===== src/nrc_pkg.sv =====
// ----------------------------------------------------------------------------
// nrc_pkg
// shared types, constants and helpers for the nonce replay cache
// ----------------------------------------------------------------------------
package nrc_pkg;

  localparam int TABLE_DEPTH_DEF = 256;
  localparam int KEY_W           = 64;
  localparam int TIME_W          = 40;
  localparam int SLOT_W          = 8;
  localparam int LFSR_W          = 16;
  localparam int IN_W            = 144;
  localparam int OUT_W           = 16;

  localparam logic [LFSR_W-1:0] LFSR_SEED = 16'hACE1;

  typedef enum logic [1:0] {
    PLACE_REUSE  = 2'd0,
    PLACE_APPEND = 2'd1,
    PLACE_RANDOM = 2'd2,
    PLACE_NONE   = 2'd3
  } place_t;

  typedef enum logic [2:0] {
    ST_IDLE,
    ST_SCAN,
    ST_DECIDE,
    ST_VICTIM,
    ST_FINISH
  } state_t;

  function automatic logic [LFSR_W-1:0] lfsr_next(input logic [LFSR_W-1:0] v);
    logic fb;
    fb = v[0] ^ v[2] ^ v[3] ^ v[5];
    return {fb, v[LFSR_W-1:1]};
  endfunction

endpackage


===== src/nrc_victim.sv =====
// ----------------------------------------------------------------------------
// nrc_victim
// victim lfsr and a pipelined reciprocal-multiply remainder by the table depth
// ----------------------------------------------------------------------------
module nrc_victim
  import nrc_pkg::*;
#(
  parameter int TABLE_DEPTH = TABLE_DEPTH_DEF,
  parameter int IDX_W       = $clog2(TABLE_DEPTH)
) (
  input  logic             clk,
  input  logic             rst_n,
  input  logic             start,
  output logic             done,
  output logic [IDX_W-1:0] slot
);

  localparam int PROD_W = 2 * LFSR_W;
  localparam logic [LFSR_W-1:0] RECIP   = LFSR_W'((1 << LFSR_W) / TABLE_DEPTH);
  localparam logic [LFSR_W-1:0] DEPTH_C = LFSR_W'(TABLE_DEPTH);

  logic [LFSR_W-1:0] lfsr_r, lfsr_nxt;
  logic [LFSR_W-1:0] val_r, val_nxt;
  logic [LFSR_W-1:0] quo_r, quo_nxt;
  logic [LFSR_W-1:0] rem_r, rem_nxt;
  logic [IDX_W-1:0]  slot_r, slot_nxt;
  logic [2:0]        stage_r, stage_nxt;
  logic              done_r, done_nxt;
  logic [PROD_W-1:0] quo_prod;
  logic [PROD_W-1:0] back_prod;
  logic [LFSR_W-1:0] rem_fix;

  // quotient estimate is exact or one short, so one correction step remains
  assign quo_prod  = {{LFSR_W{1'b0}}, val_r} * {{LFSR_W{1'b0}}, RECIP};
  assign back_prod = {{LFSR_W{1'b0}}, quo_r} * {{LFSR_W{1'b0}}, DEPTH_C};
  assign rem_fix   = rem_r - DEPTH_C;

  always_comb begin
    lfsr_nxt  = lfsr_r;
    val_nxt   = val_r;
    quo_nxt   = quo_r;
    rem_nxt   = rem_r;
    slot_nxt  = slot_r;
    stage_nxt = {stage_r[1:0], start};
    done_nxt  = stage_r[2];
    if (start) begin
      lfsr_nxt = lfsr_next(lfsr_r);
      val_nxt  = lfsr_next(lfsr_r);
    end
    if (stage_r[0]) begin
      quo_nxt = quo_prod[PROD_W-1:LFSR_W];
    end
    if (stage_r[1]) begin
      rem_nxt = val_r - back_prod[LFSR_W-1:0];
    end
    if (stage_r[2]) begin
      slot_nxt = (rem_r >= DEPTH_C) ? rem_fix[IDX_W-1:0] : rem_r[IDX_W-1:0];
    end
  end

  always_ff @(posedge clk) begin
    if (!rst_n) begin
      lfsr_r  <= LFSR_SEED;
      stage_r <= '0;
      done_r  <= 1'b0;
    end else begin
      lfsr_r  <= lfsr_nxt;
      stage_r <= stage_nxt;
      done_r  <= done_nxt;
    end
  end

  always_ff @(posedge clk) begin
    val_r  <= val_nxt;
    quo_r  <= quo_nxt;
    rem_r  <= rem_nxt;
    slot_r <= slot_nxt;
  end

  assign done = done_r;
  assign slot = slot_r;

endmodule


===== config.mk =====
export PLATFORM = sky130hd
export DESIGN_NAME = nrc_victim
export DESIGN_NICKNAME = d
export VERILOG_FILES = /design/src/nrc_pkg.sv /design/src/nrc_victim.sv
export SDC_FILE = /design/constraint.sdc
export NUM_CORES = 1
export LEC_CHECK = 0
export ABC_AREA = 0
export BUFFER_PORTS_ARGS = -buffer_cell sky130_fd_sc_hd__buf_2
export CAP_MARGIN = 20
export CORE_MARGIN = 5
export CORE_UTILIZATION = 60
export CTS_CLUSTER_SIZE = 14
export DETAILED_ROUTE_END_ITERATION = 16
export GPL_TIMING_DRIVEN = 0
export PLACE_DENSITY = 0.91
export SLEW_MARGIN = 20
export SYNTH_ARGS = -nofsm -noshare
export SYNTH_HDL_FRONTEND = slang
export SYNTH_SLANG_ARGS = --single-unit
export TNS_END_PERCENT = 50

===== constraint.sdc =====
create_clock -name clk -period 2.4 [get_ports clk]
set_input_delay 0.12 -clock clk [delete_from_list [all_inputs] [get_ports clk]]
set_output_delay 0.12 -clock clk [all_outputs]
set_load 0.005 [all_outputs]

==> flow_summary.toml <==
[global_route]
grt_overflow = 0
first_global_vias = 651
grt_pass1_wl_um = 2990
grt_antenna_before_repair = 0
gr-usage-all-layers_pct = 12.2
grt_start_max_net_pins = 14

[drt]
drtIter0Drc = 13
drcViolationCount = 0
post_drt_wl_per_cell_um = 13.2
ant_nets = 0
first_pass_iters = 3
routed_wl_um = 1760
viasPerCell = 4.90
vias = 657

[final_layout]
antennaDiodeCount = 0
multi_input_area_um2 = 297
nets = 108
num-fill-cells = 165
drive_gt1_share_pct = 22.6
synthToLayoutAreaGrowth_pct = 10.9
seqCellArea_um2 = 1120

[clock_tree]
cts_root_buf = "clkbuf_4"
cts.sinks = 44
max-clock-path-buffers = 2
htreeDepth = 2
cts_hold_buf = 0
cts_tree = "yes"
clkTransAtPathRegs_ps = 110
worstSkewPairLatency_ps = 330
ctsResizeCount = 0
post-cts-setup-buffers = 0
numCtsBuffers = 5

[synth]
synth_top_cell_area_share_pct = 49.6
synth_edf_count = 24
syn-num-nets = 90
synth_area_um2 = 1450
synth.most_common_cell = "edfxtp_1"
synth_ff_type = "edfxtp_1"
ys_types = 14
syn_area_per_cell_um2 = 16.7
syn_inst = 87
ys_ff_latch = 44
synth_common_cells = "edfxtp_1 (24), dfxtp_1 (20), mux2i_1 (15), nor2b_1 (8), nand2_1 (7)"
yosysTopAreaCell = "edfxtp_1"
ys_top_cells_by_area = "edfxtp_1 (50%), dfxtp_1 (28%), mux2i_1 (10%)"
async_flop_share_pct = 0
yosysWarningCount = 0
synth-seq-area-share_pct = 77.1

[pwr]
cellPowerDensity_nw_per_um2 = 797
fin_total_pwr_mw = 1.29
p_leak_nw = 0.629
ir_drop_uv = 556

[place]
gp_congestion = 0.726
io_buffers = 11

[sta]
grt_setup_unrepaired = "no"
finalCritPeriodShare_pct = 40.0
slew-limit-headroom_pct = 75.8
finalSetupViolations = 0
slew_violations = 0
min_period_ps = 960
timing.fmax_ghz = 1.04
setup_tns_ps = 0
skew_ps = 6.28
finalHoldViolCount = 0
tightest_slew_ps = 362

[worst_hold_path]
hold_depth = 2
min_path_type = "in -> reg"

[worst_setup_path]
cp.arrival_ps = 840
rr_worst_depth = 3
critPathBufInv = 1
cp.required_ps = 2280
crit_chain = "buf_2"
cp_top_family = "flip-flops"
critical_path.max_stage_delay_ps = 370
cp-end-kind = "output port"
critPathSlowestCell = "edfxtp_1"
path_depth = 1
worst_setup_path_start_kind = "flip-flop"
worst-path-max-fanout = 1
critPathKind = "reg -> out"

[job]
max-cap-violations = 0

[floorplan]
fp.dieH_um = 59.2
start_util_pct = 64.5
die_area_um2 = 3510
rows = 17
coreArea_um2 = 2250
chipWidth_um = 59.2
ios = 12

[outcome]
status = "finished clean"
[kinds of logic after synthesis]
| family | after synthesis | synth area share, % |
|---|---|---|
| AOI/OAI and AO/OA | 1 | 0.860 |
| muxes | 15 | 10.3 |
| DFF | 44 | 77.1 |
| and+or+nand+nor | 20 | 7.40 |
| xor gates and xnor gates | 3 | 1.81 |
| buffers and inverters | 4 | 2.49 |
[layout make-up]
class                      count  share of cell area, %
buffer                         4                   2.25
clock buffer                   8                   4.27
timing repair buffer          11                   3.41
multi-input combinational     39                   18.4
tap                           28                   2.17
sequential                    44                   69.5
[worst reg2reg max path: stages (launching register included)]
cell and delay, ps:
dfxtp_1 410, xnor2_1 160, xnor2_1 170, a22oi_2 100
[final timing paths]
check	from	slack (ps)	endpoint
worst min register to register	val_r[4]	430	rem_r[4]
worst min-delay path	rst_n	30	stage_r[0]
worst max register to register	lfsr_r[2]	1450	lfsr_r[15]
worst max-delay path	slot[1]	1440	slot[1]
[report_power, final]
part	internal [mW]	total, mW	switching, mW
logic	0.0321	0.0616	0.0295
clock network	0.173	0.380	0.207
registers	0.827	0.844	0.0174
[per-layer routing]
| layer | vias up | track usage, % | wire length (µm) |
|---|---|---|---|
| met5 | - | 0 | 0 |
| met4 | 0 | 6.80 | 31 |
| met3 | 4 | 4.58 | 123 |
| met2 | 16 | 21.4 | 895 |
| met1 | 297 | 12.3 | 713 |
| li1 | 340 | - | - |
[state kept, by name (all words and copies together), names as in the netlist]
name	count
slot	8
val_r	8
rem_r	8
lfsr_r	16
done	1
stage_r	3
[through the flow]
stage | instances | instance area (µm²) | util (%) | worst slack, ps | hold WS [ps]
finish | 134 | 1610 | 71.5 | 1440 | 34.1
global route | 134 | 1610 | 71.5 | 1350 | 20.4
CTS | 134 | 1610 | 71.5 | 1410 | 27.1
detailed placement | 126 | 1540 | 68.5 | 1300 | 382
global placement | 126 | 1540 | 68.5 | 1360 | 373
floorplan | 87 | 1450 | - | 1560 | 232
[cells in the final DEF, fill, tap and decap left out]
cell	Yosys	layout
clkbuf_2	1	1
buf_2	1	12
clkbuf_4	0	5
edfxtp_1	24	24
buf_8	1	1
clkbuf_8	0	2
dfxtp_1	20	20
a22oi_2	1	1
and2_1	3	3
xnor2_1	3	3
clkbuf_1	0	1
nand2_1	7	7
nor2_1	1	1
and2_4	1	1
mux2i_1	15	15
buf_6	1	1
nor2b_1	8	8
Note: power is estimated with default switching activity, not from simulation.
